`src/hw/rtl/brd_pkg.sv`:
```
// Shared types and constants for the BMP RLE8/RLE4 span decoder.
// No dependencies; every other file imports this package.
package brd_pkg;

  localparam int unsigned MaxDim = 4096;

  localparam int unsigned DimW   = 13;  // width/height registers and column
  localparam int unsigned RowW   = 14;  // signed row position
  localparam int unsigned PosW   = 12;  // reported row / column
  localparam int unsigned ByteW  = 8;
  localparam int unsigned CfgIdxW = 2;

  localparam logic [DimW-1:0] MaxDimC = DimW'(MaxDim);

  // configuration register indexes
  localparam logic [CfgIdxW-1:0] CFG_RLE4_MODE    = 2'd0;
  localparam logic [CfgIdxW-1:0] CFG_IMAGE_WIDTH  = 2'd1;
  localparam logic [CfgIdxW-1:0] CFG_IMAGE_HEIGHT = 2'd2;

  typedef enum logic [2:0] {
    PH_FIRST,
    PH_COLOR,
    PH_ESCAPE,
    PH_ABS,
    PH_PAD,
    PH_DX,
    PH_DY
  } phase_e;

  typedef enum logic [1:0] {
    KIND_SPAN,
    KIND_EOL,
    KIND_END
  } kind_e;

  // escape codes seen after a zero first byte
  localparam logic [ByteW-1:0] ESC_EOL   = 8'd0;
  localparam logic [ByteW-1:0] ESC_END   = 8'd1;
  localparam logic [ByteW-1:0] ESC_DELTA = 8'd2;

  typedef struct packed {
    logic            rle4_mode;
    logic [DimW-1:0] image_width;
    logic [DimW-1:0] image_height;
  } brd_cfg_t;

  typedef struct packed {
    phase_e                 phase;
    logic [DimW-1:0]        column;
    logic signed [RowW-1:0] row_pos;
    logic [ByteW-1:0]       held_count;
    logic [ByteW-1:0]       abs_remaining;
    logic                   abs_parity;
    logic                   done;
  } brd_state_t;

  typedef struct packed {
    kind_e            kind;
    logic [PosW-1:0]  row;
    logic [PosW-1:0]  start_column;
    logic [ByteW-1:0] span_length;
    logic [ByteW-1:0] even_index;
    logic [ByteW-1:0] odd_index;
  } brd_result_t;

endpackage

```
`src/hw/rtl/brd_in_if.sv`:
```
// Input channel: one compressed stream byte per request.
// Depends on brd_pkg.
interface brd_in_if import brd_pkg::*; ();
  logic             valid;
  logic             ready;
  logic [ByteW-1:0] data_byte;
  logic             frame_start;

  modport source (output valid, data_byte, frame_start, input ready);
  modport sink   (input valid, data_byte, frame_start, output ready);
endinterface

```
`src/hw/rtl/brd_out_if.sv`:
```
// Output channel: one span / line end / bitmap end record per request.
// Depends on brd_pkg.
interface brd_out_if import brd_pkg::*; ();
  logic             valid;
  logic             ready;
  logic [1:0]       kind;
  logic [PosW-1:0]  row;
  logic [PosW-1:0]  start_column;
  logic [ByteW-1:0] span_length;
  logic [ByteW-1:0] even_index;
  logic [ByteW-1:0] odd_index;

  modport source (output valid, kind, row, start_column, span_length, even_index,
                  odd_index, input ready);
  modport sink   (input valid, kind, row, start_column, span_length, even_index,
                  odd_index, output ready);
endinterface

```
`src/hw/rtl/brd_step.sv`:
```
// Record state machine step: next decoder state and optional result for one byte.
// Purely combinational; depends on brd_pkg.
module brd_step import brd_pkg::*; (
  input  brd_cfg_t         cfg_i,
  input  brd_state_t       st_i,
  input  logic [ByteW-1:0] byte_i,
  input  logic             frame_start_i,
  output brd_state_t       st_o,
  output logic             res_valid_o,
  output brd_result_t      res_o
);

  logic [DimW-1:0]  eff_width;
  logic [DimW-1:0]  eff_height;
  brd_state_t       cur;
  logic [ByteW-1:0] want;
  logic [DimW-1:0]  avail;
  logic [DimW-1:0]  len;
  logic             span_ok;
  logic [ByteW-1:0] ev_idx;
  logic [ByteW-1:0] od_idx;
  logic [1:0]       take;
  logic [ByteW-1:0] rem_next;
  logic             stop;

  assign eff_width  = (cfg_i.image_width  > MaxDimC) ? MaxDimC : cfg_i.image_width;
  assign eff_height = (cfg_i.image_height > MaxDimC) ? MaxDimC : cfg_i.image_height;

  always_comb begin
    cur = st_i;
    if (frame_start_i) begin
      cur.phase         = PH_FIRST;
      cur.column        = '0;
      cur.row_pos       = $signed({1'b0, eff_height}) - RowW'(1);
      cur.held_count    = '0;
      cur.abs_remaining = '0;
      cur.abs_parity    = 1'b0;
      cur.done          = 1'b0;
    end
  end

  // literal bytes carry one (RLE8) or up to two (RLE4) pixels
  always_comb begin
    if (!cfg_i.rle4_mode) begin
      take = 2'd1;
    end else if (cur.abs_remaining >= 8'd2) begin
      take = 2'd2;
    end else begin
      take = cur.abs_remaining[1:0];
    end
  end
  assign rem_next = cur.abs_remaining - ByteW'(take);

  assign want = (cur.phase == PH_COLOR) ? cur.held_count : ByteW'(take);

  // span clipped at the width
  assign avail   = eff_width - cur.column;
  assign len     = (DimW'(want) < avail) ? DimW'(want) : avail;
  assign span_ok = (cur.column < eff_width) && (want != '0);
  assign ev_idx  = cfg_i.rle4_mode ? {4'd0, byte_i[7:4]} : byte_i;
  assign od_idx  = cfg_i.rle4_mode ? {4'd0, byte_i[3:0]} : byte_i;

  assign stop = cur.row_pos[RowW-1] || (cur.column > eff_width);

  always_comb begin
    st_o        = cur;
    res_valid_o = 1'b0;
    res_o       = '0;
    res_o.kind  = KIND_SPAN;

    if (!cur.done) begin
      case (cur.phase)
        PH_FIRST: begin
          if (stop) begin
            st_o.done   = 1'b1;
            res_valid_o = 1'b1;
            res_o.kind  = KIND_END;
          end else if (byte_i != '0) begin
            st_o.held_count = byte_i;
            st_o.phase      = PH_COLOR;
          end else begin
            st_o.phase = PH_ESCAPE;
          end
        end
        PH_COLOR: begin
          if (span_ok) begin
            res_valid_o        = 1'b1;
            res_o.row          = cur.row_pos[PosW-1:0];
            res_o.start_column = cur.column[PosW-1:0];
            res_o.span_length  = len[ByteW-1:0];
            res_o.even_index   = ev_idx;
            res_o.odd_index    = od_idx;
            st_o.column        = cur.column + len;
          end
          st_o.held_count = '0;
          st_o.phase      = PH_FIRST;
        end
        PH_ESCAPE: begin
          case (byte_i)
            ESC_EOL: begin
              res_valid_o  = 1'b1;
              res_o.kind   = KIND_EOL;
              res_o.row    = cur.row_pos[PosW-1:0];
              st_o.row_pos = cur.row_pos - RowW'(1);
              st_o.column  = '0;
              st_o.phase   = PH_FIRST;
            end
            ESC_END: begin
              res_valid_o = 1'b1;
              res_o.kind  = KIND_END;
              st_o.done   = 1'b1;
              st_o.phase  = PH_FIRST;
            end
            ESC_DELTA: begin
              st_o.phase = PH_DX;
            end
            default: begin
              st_o.abs_remaining = byte_i;
              st_o.abs_parity    = 1'b0;
              st_o.phase         = PH_ABS;
            end
          endcase
        end
        PH_ABS: begin
          if (span_ok) begin
            res_valid_o        = 1'b1;
            res_o.row          = cur.row_pos[PosW-1:0];
            res_o.start_column = cur.column[PosW-1:0];
            res_o.span_length  = len[ByteW-1:0];
            res_o.even_index   = ev_idx;
            res_o.odd_index    = od_idx;
            st_o.column        = cur.column + len;
          end
          st_o.abs_remaining = rem_next;
          st_o.abs_parity    = ~cur.abs_parity;
          // odd byte count: one pad byte keeps the record 16-bit aligned
          if (rem_next == '0) begin
            st_o.phase = (~cur.abs_parity) ? PH_PAD : PH_FIRST;
          end
        end
        PH_PAD: begin
          st_o.abs_parity = 1'b0;
          st_o.phase      = PH_FIRST;
        end
        PH_DX: begin
          st_o.held_count = byte_i;
          st_o.phase      = PH_DY;
        end
        PH_DY: begin
          st_o.column     = cur.column + DimW'(cur.held_count);
          st_o.row_pos    = cur.row_pos - $signed({{(RowW-ByteW){1'b0}}, byte_i});
          st_o.held_count = '0;
          st_o.phase      = PH_FIRST;
        end
        default: begin
          st_o.phase = PH_FIRST;
        end
      endcase
    end
  end

endmodule

```
`src/hw/rtl/bmp_rle_span_decoder_core.sv`:
```
// BMP RLE8/RLE4 span decoder top level: input register, record state, result register.
// A byte is held in the input register, then its result in the result register, which must be free or being taken.
// Throughput: one byte per cycle while the result register is free or taken; the record state updates once per byte.
// Reset: mode, width and height clear to 0, record state to the start of a record at
// column 0 and row -1; a frame_start byte reloads the row from the height.
// Depends on brd_pkg, brd_in_if, brd_out_if and brd_step.
module bmp_rle_span_decoder_core import brd_pkg::*; (
  input  logic               clk_i,
  input  logic               rst_ni,
  input  logic               cfg_we_i,
  input  logic [CfgIdxW-1:0] cfg_idx_i,
  input  logic [DimW-1:0]    cfg_data_i,
  brd_in_if.sink             in_i,
  brd_out_if.source          out_o
);

  brd_cfg_t    cfg_q;
  brd_state_t  state_q, state_d;
  logic        in_valid_q;
  logic [ByteW-1:0] byte_q;
  logic        fs_q;
  logic        out_valid_q;
  brd_result_t res_q, res_d;
  logic        res_valid_d;
  logic        step_go;

  always_ff @(posedge clk_i or negedge rst_ni) begin
    if (!rst_ni) begin
      cfg_q <= '0;
    end else if (cfg_we_i) begin
      case (cfg_idx_i)
        CFG_RLE4_MODE:    cfg_q.rle4_mode    <= cfg_data_i[0];
        CFG_IMAGE_WIDTH:  cfg_q.image_width  <= cfg_data_i;
        CFG_IMAGE_HEIGHT: cfg_q.image_height <= cfg_data_i;
        default: ;
      endcase
    end
  end

  assign step_go    = in_valid_q && (!out_valid_q || out_o.ready);
  assign in_i.ready = !in_valid_q || step_go;

  always_ff @(posedge clk_i or negedge rst_ni) begin
    if (!rst_ni) begin
      in_valid_q <= 1'b0;
    end else if (in_i.ready) begin
      in_valid_q <= in_i.valid;
    end
  end

  always_ff @(posedge clk_i) begin
    if (in_i.valid && in_i.ready) begin
      byte_q <= in_i.data_byte;
      fs_q   <= in_i.frame_start;
    end
  end

  brd_step u_step (
    .cfg_i         (cfg_q),
    .st_i          (state_q),
    .byte_i        (byte_q),
    .frame_start_i (fs_q),
    .st_o          (state_d),
    .res_valid_o   (res_valid_d),
    .res_o         (res_d)
  );

  always_ff @(posedge clk_i or negedge rst_ni) begin
    if (!rst_ni) begin
      state_q.phase         <= PH_FIRST;
      state_q.column        <= '0;
      state_q.row_pos       <= '1;  // height 0 after reset, so row is -1
      state_q.held_count    <= '0;
      state_q.abs_remaining <= '0;
      state_q.abs_parity    <= 1'b0;
      state_q.done          <= 1'b0;
    end else if (step_go) begin
      state_q <= state_d;
    end
  end

  always_ff @(posedge clk_i or negedge rst_ni) begin
    if (!rst_ni) begin
      out_valid_q <= 1'b0;
    end else if (step_go) begin
      out_valid_q <= res_valid_d;
    end else if (out_o.ready) begin
      out_valid_q <= 1'b0;
    end
  end

  always_ff @(posedge clk_i) begin
    if (step_go) begin
      res_q <= res_d;
    end
  end

  assign out_o.valid        = out_valid_q;
  assign out_o.kind         = res_q.kind;
  assign out_o.row          = res_q.row;
  assign out_o.start_column = res_q.start_column;
  assign out_o.span_length  = res_q.span_length;
  assign out_o.even_index   = res_q.even_index;
  assign out_o.odd_index    = res_q.odd_index;

endmodule
```
`src/flat_wrapper.sv`:
```
// flat-port wrapper written by rule: the top's interface ports become plain ports
module bmp_rle_span_decoder_core_flat import brd_pkg::*;
  (clk_i, rst_ni, cfg_we_i, cfg_idx_i, cfg_data_i, in_i_valid, in_i_data_byte, in_i_frame_start, in_i_ready, out_o_valid, out_o_kind, out_o_row, out_o_start_column, out_o_span_length, out_o_even_index, out_o_odd_index, out_o_ready);
  brd_in_if in_i_i ();
  brd_out_if out_o_i ();
  input  logic clk_i;
  input  logic rst_ni;
  input  logic cfg_we_i;
  input  logic [CfgIdxW-1:0] cfg_idx_i;
  input  logic [DimW-1:0] cfg_data_i;
  input wire logic [$bits(in_i_i.valid)-1:0] in_i_valid;
  input wire logic [$bits(in_i_i.data_byte)-1:0] in_i_data_byte;
  input wire logic [$bits(in_i_i.frame_start)-1:0] in_i_frame_start;
  output wire logic [$bits(in_i_i.ready)-1:0] in_i_ready;
  output wire logic [$bits(out_o_i.valid)-1:0] out_o_valid;
  output wire logic [$bits(out_o_i.kind)-1:0] out_o_kind;
  output wire logic [$bits(out_o_i.row)-1:0] out_o_row;
  output wire logic [$bits(out_o_i.start_column)-1:0] out_o_start_column;
  output wire logic [$bits(out_o_i.span_length)-1:0] out_o_span_length;
  output wire logic [$bits(out_o_i.even_index)-1:0] out_o_even_index;
  output wire logic [$bits(out_o_i.odd_index)-1:0] out_o_odd_index;
  input wire logic [$bits(out_o_i.ready)-1:0] out_o_ready;
  assign in_i_i.valid = in_i_valid;
  assign in_i_i.data_byte = in_i_data_byte;
  assign in_i_i.frame_start = in_i_frame_start;
  assign in_i_ready = in_i_i.ready;
  assign out_o_valid = out_o_i.valid;
  assign out_o_kind = out_o_i.kind;
  assign out_o_row = out_o_i.row;
  assign out_o_start_column = out_o_i.start_column;
  assign out_o_span_length = out_o_i.span_length;
  assign out_o_even_index = out_o_i.even_index;
  assign out_o_odd_index = out_o_i.odd_index;
  assign out_o_i.ready = out_o_ready;
  bmp_rle_span_decoder_core u_core (.clk_i(clk_i), .rst_ni(rst_ni), .cfg_we_i(cfg_we_i), .cfg_idx_i(cfg_idx_i), .cfg_data_i(cfg_data_i), .in_i(in_i_i), .out_o(out_o_i));
endmodule
```
`config.mk`:
```
export PLATFORM = sky130hd
export DESIGN_NAME = bmp_rle_span_decoder_core_flat
export DESIGN_NICKNAME = d
export VERILOG_FILES = /design/src/hw/rtl/brd_pkg.sv /design/src/hw/rtl/brd_in_if.sv /design/src/hw/rtl/brd_out_if.sv /design/src/hw/rtl/brd_step.sv /design/src/hw/rtl/bmp_rle_span_decoder_core.sv /design/src/flat_wrapper.sv
export SDC_FILE = /design/constraint.sdc
export NUM_CORES = 1
export LEC_CHECK = 0
export BUFFER_PORTS_ARGS = -buffer_cell sky130_fd_sc_hd__buf_4
export CORE_MARGIN = 5
export CORE_UTILIZATION = 66
export DETAILED_ROUTE_END_ITERATION = 7
export PLACE_DENSITY = 0.94
export SYNTH_ARGS = -nofsm -noshare
export SYNTH_HDL_FRONTEND = slang
export SYNTH_SLANG_ARGS = --single-unit
```
`constraint.sdc`:
```
create_clock -name clk_i -period 9.7 [get_ports clk_i]
set_input_delay 0.97 -clock clk_i [delete_from_list [all_inputs] [get_ports clk_i]]
set_output_delay 0.97 -clock clk_i [all_outputs]
set_load 0.005 [all_outputs]
```
# == Word-level counts from Yosys, hierarchy flattened ==
# Index checks and enable logic that the tools add are counted.
# word_totals
regBits,132
inputBits,29
out_inout_bits,52
# op_classes
n_addsub,7
magnitude_cmp,6
eq_ne,10
mux,41
bitwise,3
n_reduce_logical,24
# op_table
operator,count
$mux 48,3
$mux 13,4
$mux 8,5
$pmux 13 s3,1
$pmux 14 s2,1
$mux 27,1
$gt 13x13->1 const B,2
$pmux 12 s2,1
$pmux 8 s3,1
$logic_not 8->1,2
$pmux 8 s2,1
$reduce_bool 8->1,2
$sub 13x1->14 const B,1
$sub 14x2->14 const B,1
$sub 14x9->14,1
$add 13x13->13,1
$add 13x8->13,1
$gt 13x13->1,1
$lt 13x13->1,1
$lt 8x13->1,1
$sub 13x13->13,1
$mux 12,1
$pmux 3 s4,1
$eq 3x3->1 const B,3
27 further kinds,53

# == Longest topological paths before layout ==
# depth
word_depth,14
ltp_mapped,34
mapped_depth_nobuf,28

# == Cells and area by module ==
# A second synthesis with hierarchy kept.
# hier_totals
hier_cells,1001
area_unflattened_um2,9572.9
# by_module_without_submodules
mod,instances,cells_each,area_each_um2,seq_area_each_um2
brd_step,1,772,4857.2,0.0
bmp_rle_span_decoder_core,1,229,4715.8,3716.1

# == Least setup slack after synthesis ==
# OpenSTA, ideal clock, no wires.
# synth_timing
path_type,flip-flop to flip-flop
start,register u_core.fs_q
end,register u_core.state_q[44] (netlist bit)
setup_time_ns,0.122
t_arrival_ns,6.572
slack_ns,3.007
stages_incl_launch_ff,35
path_buffers,7
period_less_slack_ns,6.693
cell_sequence,edfxtp_1 buf_2 buf_4 buf_2 buf_4 buf_2 clkbuf_1 clkbuf_1 nor2_1 ha_1 inv_1 fa_1 a21o_1 a22oi_1 nand2b_1 xnor2_1 ha_1 a21o_1 a21oi_1 nand2_1 o21ai_0 a221oi_1 nand4bb_1 o21ai_0 nand2_1 ha_1 fa_1 a211oi_1 o211ai_1 a41oi_1 o21bai_1 a21oi_1 nor3_1 a211o_1 a32o_1
# synth_lines
item,line_no,text
from (decl),bmp_rle_span_decoder_core.sv:21,logic fs_q;
from (signal assigned),bmp_rle_span_decoder_core.sv:54,fs_q <= in_i.frame_start;
to (signal assigned),bmp_rle_span_decoder_core.sv:78,state_q <= state_d;
to (decl),bmp_rle_span_decoder_core.sv:18,"brd_state_t state_q, state_d;"

# == Worst setup path in the final report ==
# layout_timing
start,register u_core.fs_q
end,register u_core.state_q[44] (netlist bit)
# layout_between
elab_chain_cells,11
word_cells_on_any_way,22
# layout_lines
item,line_no,text
$mux 48 *,brd_step.sv:31,if (frame_start_i) begin
$ge 8x2->1,brd_step.sv:46,end else if (cur.abs_remaining >= 8'd2) begin
$mux 2,brd_step.sv:46,
$mux 2,brd_step.sv:44,if (!cfg_i.rle4_mode) begin
$mux 8,brd_step.sv:54,assign want = (cur.phase == PH_COLOR) ? cur.held_count : ByteW'(take);
$lt 8x13->1,brd_step.sv:58,assign len = (DimW'(want) < avail) ? DimW'(want) : avail;
$mux 13 *,brd_step.sv:58,
named net u_core.u_step.len[2],brd_step.sv:18,logic [DimW-1:0] len;
$add 13x13->13 *,"brd_step.sv:93, brd_step.sv:132",
$mux 13 *,"brd_step.sv:86, brd_step.sv:125",
$pmux 13 s3 *,brd_step.sv:72,case (cur.phase)
$mux 48 *,brd_step.sv:71,if (!cur.done) begin
# The timed path passes the listed nets; every way through them passes the cells marked *.
# A chain may end at the register's enable or synchronous reset.

==> results.toml <==
[critical_path]
cp-end-kind = "register"
cp_slowest_cell = "nor2_1"
max_stage_delay_ps = 790
r2r_setup_slack_ps = 2660
r2r-end = "u_core.state_q[44]"
r2r-start = "u_core.fs_q"
setup.worst_path.class = "register to register"
r2r_cells = 25
crit_start = "u_core.fs_q"
worstSetupStartpointType = "register"
cp.arrival_ps = 7360
crit_end = "u_core.state_q[44]"
cp_max_fo = 38
cp.required_ps = 10020

[route]
ant_nets = 0
drtIter0Drc = 1231
drc = 0
routed_wirelength_mm = 28.5
avgRoutedWirePerCell_um = 21.3
vias_per_cell = 6.92
firstDrtPassIters = 6
vias = 9279

[cts]
cts.sinks = 132
cts_made_buffers = 17
cts_tree = "yes"
clock_latency_ps = 430
hold_buffers = 0
h-tree-depth = 4
postCtsSetupRepairBufs = 0
path_clk_slew_ps = 60
root_buffer = "clkbuf_16"
cts_resized = 0
clockBufferDepth = 2

[yosys]
synth_top_area_share = 0.169
yosys_register_bits = 132
synth_ff_type = "dfrtp_1"
async_flop_share = 0.583
yosysWarnings = 0
yosysSeqAreaShare = 0.368
synth_edf_count = 55
yosysTopAreaCell = "edfxtp_1"
postSynthAreaPerCell_um2 = 9.01
synthCells = 1085
syn_area_um2 = 9780
synth_cell_types = 94
synth_area_leaders = "edfxtp_1, dfrtp_1, ha_1, nand2_1, nor2_1"

[floorplan]
design.core.area_um2 = 14500
die_area_um2 = 17400
initial_core_util = 0.673
die_h_um = 132
rows = 44
die_w_um = 132
io_pins = 81

[power]
power.density_nw_per_um2 = 228
p_comb_frac = 0.408
power.total_w = 0.00252
seqPwrFrac = 0.335
intPower_w = 0.00152
clkPwrFrac = 0.256
swShare = 0.395
vdd_drop_max_uv = 151
switching_power_w = 0.000995
p_leak_nw = 4.70

[sta]
hold_viol_final = 0
max_freq_ghz = 0.142
setup-tns-final_ps = 0
finalClockSkew_ps = 12.2
setup_viol = 0
slew_headroom = 0.263
worstMarginPinSlew_ps = 1100
hold_slack_ps = 469
fin_crit_sh = 0.726
min_period_ps = 7040
final_max_slew_viol_count = 0
rsz0062_at_grt = "false"

[hold_path]
hold_class = "register to register"

[final_layout]
diodes = 0
nets = 1229
syn2layout_area_growth_pct = 12.7
finalNonFillerCells = 1340
layout_common_cells = "nand2_1, nor2_1, buf_4"
final_common_cell = "nand2_1"
finalCoreUtilization = 0.759
drive_gt1_frac = 0.172

[placement]
place.gp.congestion = 0.978
dpl.cell_count = 1308
hpwlAfterDp_mm = 20.2
port_buffers = 80

[global_routing]
grt_pass1_wl_mm = 46.3
track_usage = 0.325
grt_pass1_vias = 8924
grt_start_max_net_pins = 78
antenna_found_initial = 1
grt.overflow.total = 0

[outcome]
status = "completed"

[run]
maxCapViolations = 0
registers in the layout, summed over array words and instances (netlist names):
register	cells
u_core.out_o.kind	2
u_core.in_valid_q	1
u_core.out_o.even_index	8
u_core.out_o.start_column	12
u_core.out_o.odd_index	4
u_core.out_o.row	12
u_core.out_o.span_length	8
u_core.state_q	48
u_core.fs_q	1
u_core.byte_q	8
u_core.cfg_q	27
u_core.out_o.valid	1
layer usage:
| metal | up-vias | wire, um | track usage |
|---|---|---|---|
| met5 | - | 11 | 0 |
| li1 | 4141 | - | - |
| met2 | 678 | 13200 | 0.523 |
| met4 | 2 | 1510 | 0.166 |
| met1 | 4311 | 10800 | 0.411 |
| met3 | 147 | 2990 | 0.0757 |
critical path, delay by kind of cell, from the launching register on:
family	cells	cell delay (ps)
buffers and inverters	2	630
DFF	1	350
AOI/OAI and AO/OA	14	3110
adders and majority gates	3	1160
and+or+nand+nor	6	1650
how the worst min path moves through the flow:
stage                  startpoint            endpoint  slack, ps  cells past startpoint
2_1_floorplan  u_core.state_q[20]  u_core.state_q[20]        450                      2
3_3_place_gp   u_core.state_q[26]  u_core.state_q[26]        460                      2
3_5_place_dp   u_core.state_q[20]  u_core.state_q[20]        460                      2
4_1_cts        u_core.state_q[20]  u_core.state_q[20]        470                      2
5_1_grt        u_core.state_q[29]  u_core.state_q[29]        500                      2
6_report       u_core.state_q[20]  u_core.state_q[20]        470                      2
power groups by stage:
stage	Combinational, W	Clock (W)	Sequential (W)
final	0.00103	0.000646	0.000844
after global routing	0.00112	0.000669	0.000856
after CTS	0.00100	0.000647	0.000838
after detailed placement	0.000989	0	0.000844
after global placement	0.000962	0	0.000839
after floorplan	0.000730	0	0.000805
stage by stage:
step / worst slack (ps) / instance area (um^2)
2_1_floorplan: 3010 / 9790
3_3_place_gp: 3120 / 10400
3_5_place_dp: 2840 / 10400
4_1_cts: 2810 / 11000
5_1_grt: 2100 / 11000
6_report: 2660 / 11000
synthesized netlist by cell type (all sizes together) (4+ instances only):
cell type,count
a211o,7
a211oi,15
a21o,13
a21oi,70
a22o,9
a22oi,9
a31oi,8
a32o,13
and2,4
and3,10
buf,26
clkbuf,30
dfrtp,63
dfstp,14
edfxtp,55
fa,4
ha,53
inv,55
mux2,34
mux2i,15
nand2,105
nand2b,16
nand3,26
nand3b,7
nand4,4
nor2,103
nor2b,32
nor3,37
nor3b,5
nor4,13
o211ai,8
o21a,14
o21ai,66
o21bai,6
o22ai,14
o31a,4
o31ai,12
o41ai,5
or3,14
or4,8
xnor2,18
xor2,10
cell families (layout without fill, tap and decap cells):
logic type               Yosys count  after routing  synth area share
XOR/XNOR                          28             28            0.0251
other                              1              4          0.000383
adder cells (fa/ha/maj)           57             57            0.0760
multiplexers                      49             49            0.0549
buffers and inverters            113            181            0.0490
AO/OA/AOI/OAI                    307            307             0.222
AND/OR/NAND/NOR                  398            398             0.205
flip-flops                       132            132             0.368
layout make-up:
class                   instances  area, um^2
repair buffers                 92         691
clock inverters                15         153
fillers                       991        3510
inverters                      57         214
clock buffers                  17         425
multi-input cells             843        5720
flip-flops and latches        132        3600
well taps                     184         230
Power figures use the tool's default switching activity.
